File: src/rtl/core/nbc_pkg.sv
// Shared constants, codes and word types of the NAND boot copy block.
package nbc_pkg;

    localparam int PAGE_BYTES      = 2048;
    localparam int PAGES_PER_BLOCK = 64;
    localparam int ROW_BITS        = 24;

    localparam int PAGE_BITS  = $clog2(PAGE_BYTES);
    localparam int BLOCK_BITS = $clog2(PAGES_PER_BLOCK);
    localparam int ROW_W      = 24;               // three row address bytes
    localparam int LP_W       = ROW_W;            // logical page counter
    localparam int PHYS_W     = LP_W + 1;         // page sums before the row check
    localparam int BC_W       = PAGE_BITS + 1;    // byte count reaches PAGE_BYTES
    localparam int SRC_PAGE_W = 32 - PAGE_BITS;

    localparam logic [PHYS_W-1:0] ROW_LIMIT = PHYS_W'(64'd1 << ROW_BITS);

    // NAND command and check bytes
    localparam logic [7:0] CMD_READ_ID  = 8'h90;
    localparam logic [7:0] CMD_READ     = 8'h00;
    localparam logic [7:0] CMD_READ_GO  = 8'h30;
    localparam logic [7:0] ID_ADDR      = 8'h00;
    localparam logic [7:0] ID_MIN       = 8'h80;
    localparam logic [7:0] SPARE_GOOD   = 8'hFF;
    localparam logic [7:0] SPARE_COL_LO = 8'(PAGE_BYTES & 255);
    localparam logic [7:0] SPARE_COL_HI = 8'((PAGE_BYTES >> 8) & 255);

    // input event codes
    localparam logic [1:0] REQ_START = 2'd0;
    localparam logic [1:0] REQ_READY = 2'd1;
    localparam logic [1:0] REQ_DATA  = 2'd2;

    // configuration register indexes
    localparam logic [1:0] CFG_SOURCE_OFFSET = 2'd0;
    localparam logic [1:0] CFG_COPY_BYTES    = 2'd1;
    localparam logic [1:0] CFG_DEST_BASE     = 2'd2;

    localparam logic [31:0] RST_SOURCE_OFFSET = 32'd0;
    localparam logic [31:0] RST_COPY_BYTES    = 32'd524288;
    localparam logic [31:0] RST_DEST_BASE     = 32'd870318080;

    // queue sizes
    localparam int JQ_DEPTH = 4;
    localparam int JQ_AW    = $clog2(JQ_DEPTH);
    localparam int JQ_CW    = $clog2(JQ_DEPTH + 1);
    localparam int RQ_DEPTH = 4;
    localparam int RQ_AW    = $clog2(RQ_DEPTH);
    localparam int RQ_CW    = $clog2(RQ_DEPTH + 1);

    localparam int TAIL_IDX_W = 3;

    typedef enum logic [2:0] {
        OP_CE_ON,
        OP_CE_OFF,
        OP_CMD,
        OP_ADDR,
        OP_STROBE,
        OP_MEMWR,
        OP_DONE,
        OP_ERROR
    } op_t;

    // closing sequence of a job
    typedef enum logic [2:0] {
        TAIL_ID,
        TAIL_STROBE,
        TAIL_DONE,
        TAIL_ERROR,
        TAIL_READ
    } tail_t;

    // one classified event: optional mem write, optional CE off, then the tail
    typedef struct packed {
        logic             memwr;
        logic             ce_off;
        tail_t            tail;
        logic [7:0]       data;
        logic [31:0]      addr;
        logic             spare;
        logic [ROW_W-1:0] row;
    } job_t;

    typedef struct packed {
        op_t         op;
        logic [7:0]  value;
        logic [31:0] addr;
        logic        wait_ready;
        logic        last;
    } result_t;

    function automatic logic [TAIL_IDX_W-1:0] tail_last_idx(tail_t t);
        logic [TAIL_IDX_W-1:0] n;
        case (t)
            TAIL_ID:   n = TAIL_IDX_W'(3);
            TAIL_READ: n = TAIL_IDX_W'(7);
            default:   n = '0;
        endcase
        return n;
    endfunction

endpackage

File: src/rtl/core/nand_boot_copy_bad_block_skip.sv
// Top level of the NAND boot copy sequencer with bad-block skipping.
// Usage:
//   Input events go in through a queue-style port: req_type/data_byte are
//   taken at a clock edge with push high and full low (start, NAND ready,
//   or a returned data byte). Each event yields zero to ten bus words
//   (CE, command, address, read strobe, mem write, done, error) on the
//   result port, oldest first, shown while empty is low and taken with pop.
//   The last word of an event has last set; wait_ready marks the end of a
//   read setup after which a ready event is expected.
//   Configuration (source offset, copy size, destination base) is written
//   on cfg_valid/cfg_index/cfg_data; cfg_ready is always high.
// Timing:
//   An event's job is registered in the job queue, and each of its words in
//   the result queue, before the word is visible. The word sequencer emits
//   one word per cycle while the result queue has room (a data byte mostly
//   yields 2 words). The classifier takes an event every cycle while the
//   4-entry job queue has room; a stalled reader fills the 4-word result
//   queue, then the job queue, and then full rises.
// Reset:
//   rst_n empties both queues, idles the copy and reloads the registers.
module nand_boot_copy_bad_block_skip (
    input  logic        clk,
    input  logic        rst_n,
    // configuration write channel
    input  logic        cfg_valid,
    output logic        cfg_ready,
    input  logic [1:0]  cfg_index,
    input  logic [31:0] cfg_data,
    // event input
    input  logic        push,
    output logic        full,
    input  logic [1:0]  req_type,
    input  logic [7:0]  data_byte,
    // bus word output
    input  logic        pop,
    output logic        empty,
    output logic [2:0]  bus_op,
    output logic [7:0]  bus_value,
    output logic [31:0] mem_address,
    output logic        wait_ready,
    output logic        last
);
    import nbc_pkg::*;

    logic     accept;
    logic     job_push, jq_full, jq_valid, job_pop;
    job_t     new_job, head_job;
    result_t  res;

    assign cfg_ready = 1'b1;
    assign full      = jq_full;
    assign accept    = push && !jq_full;

    // classifier: owns the copy state, turns each accepted event into at most one job
    nbc_front u_front (
        .clk       (clk),
        .rst_n     (rst_n),
        .cfg_valid (cfg_valid),
        .cfg_index (cfg_index),
        .cfg_data  (cfg_data),
        .accept    (accept),
        .req_type  (req_type),
        .data_byte (data_byte),
        .job_push  (job_push),
        .job       (new_job)
    );

    nbc_job_queue u_job_queue (
        .clk      (clk),
        .rst_n    (rst_n),
        .push     (job_push),
        .push_job (new_job),
        .full     (jq_full),
        .pop      (job_pop),
        .valid    (jq_valid),
        .head     (head_job)
    );

    // sequencer: one bus word per cycle into the result queue while it has room
    nbc_back u_back (
        .clk       (clk),
        .rst_n     (rst_n),
        .job_valid (jq_valid),
        .job       (head_job),
        .job_pop   (job_pop),
        .pop       (pop),
        .empty     (empty),
        .head      (res)
    );

    assign bus_op      = 3'(res.op);
    assign bus_value   = res.value;
    assign mem_address = res.addr;
    assign wait_ready  = res.wait_ready;
    assign last        = res.last;

endmodule

File: src/rtl/core/nbc_front.sv
// Event classifier: config registers, copy state and job generation.
module nbc_front (
    input  logic           clk,
    input  logic           rst_n,
    input  logic           cfg_valid,
    input  logic [1:0]     cfg_index,
    input  logic [31:0]    cfg_data,
    input  logic           accept,
    input  logic [1:0]     req_type,
    input  logic [7:0]     data_byte,
    output logic           job_push,
    output nbc_pkg::job_t  job
);
    import nbc_pkg::*;

    typedef enum logic [2:0] {
        PH_IDLE,
        PH_ID1,
        PH_ID2,
        PH_SPARE_READY,
        PH_SPARE_B1,
        PH_SPARE_B2,
        PH_PAGE_READY,
        PH_PAGE_DATA
    } phase_t;

    phase_t             phase_reg, phase_next;
    logic [LP_W-1:0]    logical_page_reg, logical_page_next;
    logic [LP_W-1:0]    skip_pages_reg, skip_pages_next;
    logic [PHYS_W-1:0]  end_page_reg, end_page_next;
    logic [BC_W-1:0]    byte_count_reg, byte_count_next;
    logic [31:0]        write_pointer_reg, write_pointer_next;
    logic [7:0]         first_spare_reg, first_spare_next;
    logic [31:0]        src_offset_reg, copy_bytes_reg, dest_base_reg;

    logic [SRC_PAGE_W-1:0] src_page, copy_pages;
    logic [PHYS_W-1:0]     phys_cur, phys_skip, end_init;
    logic [BC_W-1:0]       bc_inc;
    logic                  init;
    logic [LP_W-1:0]       np_lp, np_skip;
    logic [PHYS_W-1:0]     np_end, np_phys;
    logic                  np_done, np_err, np_spare, do_next;

    always_comb
    begin
        src_page   = src_offset_reg[31:PAGE_BITS];
        copy_pages = copy_bytes_reg[31:PAGE_BITS];
        phys_cur   = PHYS_W'(logical_page_reg) + PHYS_W'(skip_pages_reg);
        phys_skip  = phys_cur + PHYS_W'(PAGES_PER_BLOCK);
        bc_inc     = byte_count_reg + BC_W'(1);
        end_init   = PHYS_W'(LP_W'(src_page)) + PHYS_W'(copy_pages);

        // next-page decision, shared by the ID check and the page end
        init     = (phase_reg == PH_ID2);
        np_lp    = init ? LP_W'(src_page) : logical_page_reg + LP_W'(1);
        np_end   = init ? end_init : end_page_reg;
        np_skip  = init ? '0 : skip_pages_reg;
        np_phys  = PHYS_W'(np_lp) + PHYS_W'(np_skip);
        np_done  = (PHYS_W'(np_lp) >= np_end);
        np_err   = (np_phys >= ROW_LIMIT);
        np_spare = (np_lp[BLOCK_BITS-1:0] == '0) && (np_phys != '0);
    end

    always_comb
    begin
        phase_next         = phase_reg;
        logical_page_next  = logical_page_reg;
        skip_pages_next    = skip_pages_reg;
        end_page_next      = end_page_reg;
        byte_count_next    = byte_count_reg;
        write_pointer_next = write_pointer_reg;
        first_spare_next   = first_spare_reg;
        job_push           = 1'b0;
        job                = '0;
        job.tail           = TAIL_STROBE;
        do_next            = 1'b0;

        if (accept)
        begin
            case (req_type)
                REQ_START:
                begin
                    job_push   = 1'b1;
                    job.tail   = TAIL_ID;
                    phase_next = PH_ID1;
                end
                REQ_READY:
                begin
                    if (phase_reg == PH_SPARE_READY)
                    begin
                        job_push   = 1'b1;
                        phase_next = PH_SPARE_B1;
                    end
                    else if (phase_reg == PH_PAGE_READY)
                    begin
                        job_push   = 1'b1;
                        phase_next = PH_PAGE_DATA;
                    end
                end
                REQ_DATA:
                begin
                    case (phase_reg)
                        PH_ID1:
                        begin
                            job_push   = 1'b1;
                            phase_next = PH_ID2;
                        end
                        PH_ID2:
                        begin
                            job_push = 1'b1;
                            if (data_byte <= ID_MIN)
                            begin
                                job.tail   = TAIL_ERROR;
                                phase_next = PH_IDLE;
                            end
                            else
                            begin
                                skip_pages_next    = '0;
                                end_page_next      = np_end;
                                write_pointer_next = dest_base_reg;
                                byte_count_next    = '0;
                                do_next            = 1'b1;
                            end
                        end
                        PH_SPARE_B1:
                        begin
                            job_push         = 1'b1;
                            first_spare_next = data_byte;
                            phase_next       = PH_SPARE_B2;
                        end
                        PH_SPARE_B2:
                        begin
                            job_push   = 1'b1;
                            job.ce_off = 1'b1;
                            if (first_spare_reg == SPARE_GOOD && data_byte == SPARE_GOOD)
                            begin
                                job.tail        = TAIL_READ;
                                job.row         = phys_cur[ROW_W-1:0];
                                byte_count_next = '0;
                                phase_next      = PH_PAGE_READY;
                            end
                            else if (phys_skip >= ROW_LIMIT)
                            begin
                                job.tail   = TAIL_ERROR;
                                phase_next = PH_IDLE;
                            end
                            else
                            begin
                                skip_pages_next = skip_pages_reg + LP_W'(PAGES_PER_BLOCK);
                                job.tail        = TAIL_READ;
                                job.spare       = 1'b1;
                                job.row         = phys_skip[ROW_W-1:0];
                                phase_next      = PH_SPARE_READY;
                            end
                        end
                        PH_PAGE_DATA:
                        begin
                            job_push           = 1'b1;
                            job.memwr          = 1'b1;
                            job.data           = data_byte;
                            job.addr           = write_pointer_reg;
                            write_pointer_next = write_pointer_reg + 32'd1;
                            byte_count_next    = bc_inc;
                            if (bc_inc >= BC_W'(PAGE_BYTES))
                            begin
                                job.ce_off = 1'b1;
                                do_next    = 1'b1;
                            end
                        end
                        default:
                        begin
                        end
                    endcase
                end
                default:
                begin
                end
            endcase

            if (do_next)
            begin
                logical_page_next = np_lp;
                if (np_done)
                begin
                    job.tail   = TAIL_DONE;
                    phase_next = PH_IDLE;
                end
                else if (np_err)
                begin
                    job.tail   = TAIL_ERROR;
                    phase_next = PH_IDLE;
                end
                else
                begin
                    job.tail  = TAIL_READ;
                    job.spare = np_spare;
                    job.row   = np_phys[ROW_W-1:0];
                    if (np_spare)
                    begin
                        phase_next = PH_SPARE_READY;
                    end
                    else
                    begin
                        byte_count_next = '0;
                        phase_next      = PH_PAGE_READY;
                    end
                end
            end
        end
    end

    always_ff @(posedge clk or negedge rst_n)
    begin
        if (!rst_n)
        begin
            phase_reg         <= PH_IDLE;
            logical_page_reg  <= '0;
            skip_pages_reg    <= '0;
            end_page_reg      <= '0;
            byte_count_reg    <= '0;
            write_pointer_reg <= '0;
            first_spare_reg   <= '0;
            src_offset_reg    <= RST_SOURCE_OFFSET;
            copy_bytes_reg    <= RST_COPY_BYTES;
            dest_base_reg     <= RST_DEST_BASE;
        end
        else
        begin
            phase_reg         <= phase_next;
            logical_page_reg  <= logical_page_next;
            skip_pages_reg    <= skip_pages_next;
            end_page_reg      <= end_page_next;
            byte_count_reg    <= byte_count_next;
            write_pointer_reg <= write_pointer_next;
            first_spare_reg   <= first_spare_next;
            if (cfg_valid)
            begin
                case (cfg_index)
                    CFG_SOURCE_OFFSET: src_offset_reg <= cfg_data;
                    CFG_COPY_BYTES:    copy_bytes_reg <= cfg_data;
                    CFG_DEST_BASE:     dest_base_reg  <= cfg_data;
                    default:
                    begin
                    end
                endcase
            end
        end
    end

`ifndef ASSERT_OFF
    // a page never holds more than PAGE_BYTES data strobes
    a_page_count: assert property (@(posedge clk) disable iff (!rst_n)
        phase_reg == PH_PAGE_DATA |-> byte_count_reg < BC_W'(PAGE_BYTES))
        else $error("byte count overran page in data phase");

    // skips move in whole blocks only
    a_skip_block: assert property (@(posedge clk) disable iff (!rst_n)
        skip_pages_reg[BLOCK_BITS-1:0] == '0)
        else $error("skip count not block aligned");
`endif

endmodule

File: src/rtl/core/nbc_job_queue.sv
// Short job queue between the classifier and the word sequencer.
module nbc_job_queue (
    input  logic           clk,
    input  logic           rst_n,
    input  logic           push,
    input  nbc_pkg::job_t  push_job,
    output logic           full,
    input  logic           pop,
    output logic           valid,
    output nbc_pkg::job_t  head
);
    import nbc_pkg::*;

    job_t              mem_reg [JQ_DEPTH];
    logic [JQ_AW-1:0]  wr_ptr_reg, rd_ptr_reg;
    logic [JQ_CW-1:0]  count_reg;
    logic              do_push, do_pop;

    assign full    = (count_reg == JQ_CW'(JQ_DEPTH));
    assign valid   = (count_reg != '0);
    assign head    = mem_reg[rd_ptr_reg];
    assign do_push = push && !full;
    assign do_pop  = pop && valid;

    always_ff @(posedge clk)
    begin
        if (do_push)
        begin
            mem_reg[wr_ptr_reg] <= push_job;
        end
    end

    always_ff @(posedge clk or negedge rst_n)
    begin
        if (!rst_n)
        begin
            wr_ptr_reg <= '0;
            rd_ptr_reg <= '0;
            count_reg  <= '0;
        end
        else
        begin
            if (do_push)
            begin
                wr_ptr_reg <= wr_ptr_reg + JQ_AW'(1);
            end
            if (do_pop)
            begin
                rd_ptr_reg <= rd_ptr_reg + JQ_AW'(1);
            end
            case ({do_push, do_pop})
                2'b10:   count_reg <= count_reg + JQ_CW'(1);
                2'b01:   count_reg <= count_reg - JQ_CW'(1);
                default: count_reg <= count_reg;
            endcase
        end
    end

endmodule

File: src/rtl/core/nbc_back.sv
// Word sequencer: expands each job into bus words and buffers them for the reader.
module nbc_back (
    input  logic              clk,
    input  logic              rst_n,
    input  logic              job_valid,
    input  nbc_pkg::job_t     job,
    output logic              job_pop,
    input  logic              pop,
    output logic              empty,
    output nbc_pkg::result_t  head
);
    import nbc_pkg::*;

    logic                   memwr_done_reg, memwr_done_next;
    logic                   ceoff_done_reg, ceoff_done_next;
    logic [TAIL_IDX_W-1:0]  tail_idx_reg, tail_idx_next;

    result_t                rq_mem_reg [RQ_DEPTH];
    logic [RQ_AW-1:0]       rq_wr_reg, rq_rd_reg;
    logic [RQ_CW-1:0]       rq_count_reg;

    logic     pend_memwr, pend_ce, tail_end, room, fire, rq_pop;
    result_t  word;

    assign pend_memwr = job.memwr && !memwr_done_reg;
    assign pend_ce    = job.ce_off && !ceoff_done_reg;
    assign tail_end   = !pend_memwr && !pend_ce && (tail_idx_reg == tail_last_idx(job.tail));
    assign room       = (rq_count_reg != RQ_CW'(RQ_DEPTH));
    assign fire       = job_valid && room;
    assign job_pop    = fire && tail_end;
    assign empty      = (rq_count_reg == '0);
    assign rq_pop     = pop && !empty;
    assign head       = rq_mem_reg[rq_rd_reg];

    always_comb
    begin
        word            = '0;
        word.op         = OP_STROBE;
        if (pend_memwr)
        begin
            word.op    = OP_MEMWR;
            word.value = job.data;
            word.addr  = job.addr;
        end
        else if (pend_ce)
        begin
            word.op = OP_CE_OFF;
        end
        else
        begin
            case (job.tail)
                TAIL_ID:
                begin
                    case (tail_idx_reg)
                        3'd0: word.op = OP_CE_ON;
                        3'd1:
                        begin
                            word.op    = OP_CMD;
                            word.value = CMD_READ_ID;
                        end
                        3'd2:
                        begin
                            word.op    = OP_ADDR;
                            word.value = ID_ADDR;
                        end
                        default: word.op = OP_STROBE;
                    endcase
                end
                TAIL_READ:
                begin
                    word.op = OP_ADDR;
                    case (tail_idx_reg)
                        3'd0: word.op = OP_CE_ON;
                        3'd1:
                        begin
                            word.op    = OP_CMD;
                            word.value = CMD_READ;
                        end
                        3'd2: word.value = job.spare ? SPARE_COL_LO : 8'h00;
                        3'd3: word.value = job.spare ? SPARE_COL_HI : 8'h00;
                        3'd4: word.value = job.row[7:0];
                        3'd5: word.value = job.row[15:8];
                        3'd6: word.value = job.row[23:16];
                        default:
                        begin
                            word.op    = OP_CMD;
                            word.value = CMD_READ_GO;
                        end
                    endcase
                end
                TAIL_DONE:  word.op = OP_DONE;
                TAIL_ERROR: word.op = OP_ERROR;
                default:    word.op = OP_STROBE;
            endcase
        end
        word.last       = tail_end;
        word.wait_ready = tail_end && (job.tail == TAIL_READ);
    end

    always_comb
    begin
        memwr_done_next = memwr_done_reg;
        ceoff_done_next = ceoff_done_reg;
        tail_idx_next   = tail_idx_reg;
        if (fire)
        begin
            if (tail_end)
            begin
                memwr_done_next = 1'b0;
                ceoff_done_next = 1'b0;
                tail_idx_next   = '0;
            end
            else if (pend_memwr)
            begin
                memwr_done_next = 1'b1;
            end
            else if (pend_ce)
            begin
                ceoff_done_next = 1'b1;
            end
            else
            begin
                tail_idx_next = tail_idx_reg + TAIL_IDX_W'(1);
            end
        end
    end

    always_ff @(posedge clk)
    begin
        if (fire)
        begin
            rq_mem_reg[rq_wr_reg] <= word;
        end
    end

    always_ff @(posedge clk or negedge rst_n)
    begin
        if (!rst_n)
        begin
            memwr_done_reg <= 1'b0;
            ceoff_done_reg <= 1'b0;
            tail_idx_reg   <= '0;
            rq_wr_reg      <= '0;
            rq_rd_reg      <= '0;
            rq_count_reg   <= '0;
        end
        else
        begin
            memwr_done_reg <= memwr_done_next;
            ceoff_done_reg <= ceoff_done_next;
            tail_idx_reg   <= tail_idx_next;
            if (fire)
            begin
                rq_wr_reg <= rq_wr_reg + RQ_AW'(1);
            end
            if (rq_pop)
            begin
                rq_rd_reg <= rq_rd_reg + RQ_AW'(1);
            end
            case ({fire, rq_pop})
                2'b10:   rq_count_reg <= rq_count_reg + RQ_CW'(1);
                2'b01:   rq_count_reg <= rq_count_reg - RQ_CW'(1);
                default: rq_count_reg <= rq_count_reg;
            endcase
        end
    end

`ifndef ASSERT_OFF
    // the word index never runs past the end of the current job's tail
    a_tail_idx: assert property (@(posedge clk) disable iff (!rst_n)
        job_valid |-> tail_idx_reg <= tail_last_idx(job.tail))
        else $error("tail index beyond job length");

    // progress marks are clear whenever no job is waiting
    a_idle_clear: assert property (@(posedge clk) disable iff (!rst_n)
        !job_valid |-> (!memwr_done_reg && !ceoff_done_reg && tail_idx_reg == '0))
        else $error("sequencer progress left over without a job");

    // a word that asks for a ready wait always closes its job
    a_wait_last: assert property (@(posedge clk) disable iff (!rst_n)
        fire && word.wait_ready |-> job_pop && word.last)
        else $error("wait flag on a word that does not end the job");
`endif

endmodule
File: config.mk
export PLATFORM = sky130hd
export DESIGN_NAME = nand_boot_copy_bad_block_skip
export DESIGN_NICKNAME = d
export VERILOG_FILES = /design/src/rtl/core/nbc_pkg.sv /design/src/rtl/core/nand_boot_copy_bad_block_skip.sv /design/src/rtl/core/nbc_front.sv /design/src/rtl/core/nbc_job_queue.sv /design/src/rtl/core/nbc_back.sv
export SDC_FILE = /design/constraint.sdc
export NUM_CORES = 1
export LEC_CHECK = 0
export BUFFER_PORTS_ARGS = -buffer_cell sky130_fd_sc_hd__buf_2
export CORE_AREA = 10 10 343 345
export DETAILED_ROUTE_END_ITERATION = 7
export DIE_AREA = 0 0 353 355
export GPL_TIMING_DRIVEN = 0
export PLACE_DENSITY_LB_ADDON = 0.05
export SLEW_MARGIN = 20
export SYNTH_ARGS = -nofsm -noshare
export SYNTH_HDL_FRONTEND = slang
export SYNTH_SLANG_ARGS = --single-unit
File: constraint.sdc
create_clock -name clk -period 7 [get_ports clk]
set_input_delay 0.35 -clock clk [delete_from_list [all_inputs] [get_ports clk]]
set_output_delay 0.35 -clock clk [all_outputs]
set_load 0.005 [all_outputs]
==> impl_metrics.env <==
export IMPL_outcome="completed"
export IMPL_diodes=0
export IMPL_die_x_microns=353
export IMPL_yosysUniqueCellTypes=96
export IMPL_pwr_share_clk=0.295
export IMPL_avgRoutedWirePerCell_microns=22.7
export IMPL_drc=0
export IMPL_wirelength_microns=97800
export IMPL_clkSinkCount=675
export IMPL_avgSynthCellArea_sq_um=13.1
export IMPL_layout_commonest_cell="edfxtp_1"
export IMPL_p_int_w=0.00972
export IMPL_crit_type="reg2reg"
export IMPL_fin_setup_tns_ns=0
export IMPL_power_frac_comb=0.308
export IMPL_dpl_hpwl_microns=72000
export IMPL_first_pass_iters=8
export IMPL_nFillCells=10800
export IMPL_post_cts_setup_buffers=0
export IMPL_post_place_ws_ns=-0.838
export IMPL_maxCapViolations=0
export IMPL_max_freq_ghz=0.153
export IMPL_multi_input_area_sq_um=13300
export IMPL_grt_pass1_vias=22600
export IMPL_synth_edf_count=460
export IMPL_grt_max_degree=87
export IMPL_p_per_area_nw_per_um2=372
export IMPL_power_switching_w=0.00478
export IMPL_async_flop_share=0.319
export IMPL_critPathRequiredTime_ns=7.44
export IMPL_ys_warn_count=0
export IMPL_die_area_sq_um=125000
export IMPL_endpoint_kind="register"
export IMPL_sw_frac_of_total=0.330
export IMPL_globalRouteOverflowTotal=0
export IMPL_r2r_cells=22
export IMPL_fin_ws_ns=0.446
export IMPL_min_from="data_byte[1]"
export IMPL_antenna_left=0
export IMPL_gp_congestion=0.815
export IMPL_period_share=0.936
export IMPL_synthFlopType="edfxtp_1"
export IMPL_start_util=0.300
export IMPL_fin_crit_ns=6.55
export IMPL_area_growth_pct=17.9
export IMPL_ys_ff_latch=675
export IMPL_nets=2928
export IMPL_worst_pin_slew_ns=1.11
export IMPL_cp_start_kind="register"
export IMPL_antenna_found_initial=1
export IMPL_synth_cells=2527
export IMPL_die_height_microns=355
export IMPL_synthesis_area_sq_um=33100
export IMPL_final_cell_mix="edfxtp_1 (460), dfrtp_1 (207), nand2_1 (197)"
export IMPL_relSlewSlack=0.250
export IMPL_clock_skew_ns=0.0199
export IMPL_clk_latency_ns=0.65
export IMPL_finalSetupViolCount=0
export IMPL_grtUsageTotal=0.154
export IMPL_cp_max_fo=10
export IMPL_vias_per_cell=5.06
export IMPL_drt_iter0_markers=1370
export IMPL_num_vias=21800
export IMPL_reg2reg_to="u_job_queue.mem_reg[3][11]"
export IMPL_seqCellArea_sq_um=19200
export IMPL_cts_tree="yes"
export IMPL_peakVddDrop_v=0.000174
export IMPL_timing_rr_start="u_front.src_offset_reg[12]"
export IMPL_seq_area_frac_synth=0.581
export IMPL_clock_root_buffer="clkbuf_16"
export IMPL_r2r_slack_ns=0.45
export IMPL_row_count=122
export IMPL_largest_reg_flops=280
export IMPL_min_to="u_front.first_spare_reg[1]"
export IMPL_power_leakage_nw=14.8
export IMPL_core_sq_um=110000
export IMPL_htreeDepth=3
export IMPL_hold_viol=0
export IMPL_ios=97
export IMPL_min_path_type="in2reg"
export IMPL_cts_made_buffers=82
export IMPL_rsz0062_at_grt="false"
export IMPL_layout_drive_gt1_share=0.186
export IMPL_worstPathArrival_ns=7.00
export IMPL_grt_pass1_wl_microns=148000
export IMPL_clk_path_buf_depth=3
export IMPL_clk_pin_slew_ns=0.06
export IMPL_p_seq_frac=0.397
export IMPL_hold_path_depth=2
export IMPL_io_buffers=95
export IMPL_drv_slew=0
-- critical path, stage by stage, from the launching register on --
cell	delay, ns
dfrtp_1	0.47
ha_1	0.32
a21o_1	0.16
a21o_1	0.22
a2111oi_2	0.52
o311ai_2	0.21
a41o_1	0.31
a31oi_1	0.18
or3_1	0.18
o21ai_0	0.16
a211oi_1	0.39
o31a_1	0.25
ha_1	0.25
nand3_1	0.11
nor3_1	0.08
a211oi_1	0.23
nand2_1	0.09
or4_1	0.52
a31oi_2	0.33
and3_1	0.41
and2_1	0.18
buf_1	0.39
a22o_1	0.39
-- cells in the mapped netlist, types with 24 or more instances --
| master | instances | share of area |
|---|---|---|
| dfrtp_1 | 207 | 0.16 |
| a21o_1 | 29 | 0.0066 |
| and3_1 | 103 | 0.019 |
| inv_1 | 48 | 0.0054 |
| nand2_1 | 197 | 0.022 |
| nand3_1 | 65 | 0.0098 |
| and2_1 | 39 | 0.0074 |
| mux4_2 | 115 | 0.078 |
| nor2_1 | 139 | 0.016 |
| clkbuf_1 | 90 | 0.010 |
| a21oi_1 | 141 | 0.021 |
| o22ai_1 | 31 | 0.0059 |
| edfxtp_1 | 460 | 0.42 |
| ha_1 | 113 | 0.043 |
| xnor2_1 | 59 | 0.016 |
| xor2_1 | 40 | 0.011 |
| mux2_2 | 105 | 0.036 |
| nand4_1 | 24 | 0.0045 |
| nor3_1 | 48 | 0.0073 |
| o21ai_0 | 135 | 0.020 |
-- stage by stage --
stage | cell area [sq um] | util | hold WS, ns | cells | power [W]
final | 39000 | 0.353 | 0.0853 | 4318 | 0.0145
after global routing | 39000 | 0.353 | 0.0574 | 4318 | 0.0154
after CTS | 38900 | 0.353 | 0.0209 | 4319 | 0.0148
after detailed placement | 35800 | 0.324 | 0.290 | 4129 | 0.0104
after floorplan | 33100 | - | 0.0544 | 2533 | 0.00854
after global placement | 35400 | 0.321 | 0.462 | 4116 | 0.0103
-- power groups by stage --
stage	logic (W)	registers (W)	clock network (W)
floorplan	0.00288	0.00566	0
global placement	0.00439	0.00586	0
detailed placement	0.00456	0.00584	0
CTS	0.00460	0.00577	0.00442
global route	0.00497	0.00585	0.00459
finish	0.00447	0.00575	0.00428
-- final cells by class --
type / instances / area share
well taps: 1488 / 0.0477
clock inverters: 34 / 0.0108
clock buffers: 118 / 0.0595
flip-flops and latches: 675 / 0.493
repair buffers: 146 / 0.0306
plain buffers: 119 / 0.0126
inverters: 48 / 0.00462
multi-input cells: 1690 / 0.342
-- cell families after synthesis --
| family | count (synthesis) | share of synthesized area |
|---|---|---|
| compound gates | 509 | 0.0994 |
| xor+xnor | 99 | 0.0262 |
| other cells | 2 | 0.000227 |
| fa+ha+maj | 117 | 0.0452 |
| simple gates | 726 | 0.111 |
| buf+inv | 168 | 0.0201 |
| flops | 675 | 0.581 |
| mux | 231 | 0.117 |
-- routing by layer --
metal | vias to the layer above | GRT usage | routed length (microns)
met5 | - | 0 | 0
met2 | 435 | 0.261 | 47300
met4 | 0 | 0.0346 | 1850
li1 | 10200 | - | -
met1 | 11100 | 0.208 | 45600
met3 | 125 | 0.0217 | 3030
-- how the worst max path moves through the flow --
stage	start	to	slack [ns]	cells past startpoint
final	u_front.src_offset_reg[12]	u_job_queue.mem_reg[3][11]	0.45	22
after global routing	u_front.src_offset_reg[12]	u_job_queue.mem_reg[0][11]	0.04	22
after CTS	u_front.src_offset_reg[12]	u_job_queue.mem_reg[2][17]	0.04	23
after detailed placement	u_front.phase_reg[0]	u_job_queue.mem_reg[2][14]	-0.84	22
after global placement	u_front.phase_reg[0]	u_job_queue.mem_reg[0][22]	-0.81	22
after floorplan	u_front.src_offset_reg[12]	u_job_queue.mem_reg[0][10]	1.57	23
-- what timing repair did --
action / in CTS / in global routing
endpoints found under the setup margin: 122 / 102
endpoints found under the hold margin: 124 / 0
hold buffers: 38 / 0
resized for setup: 11 / 12
Power figures use the tool's default switching activity.
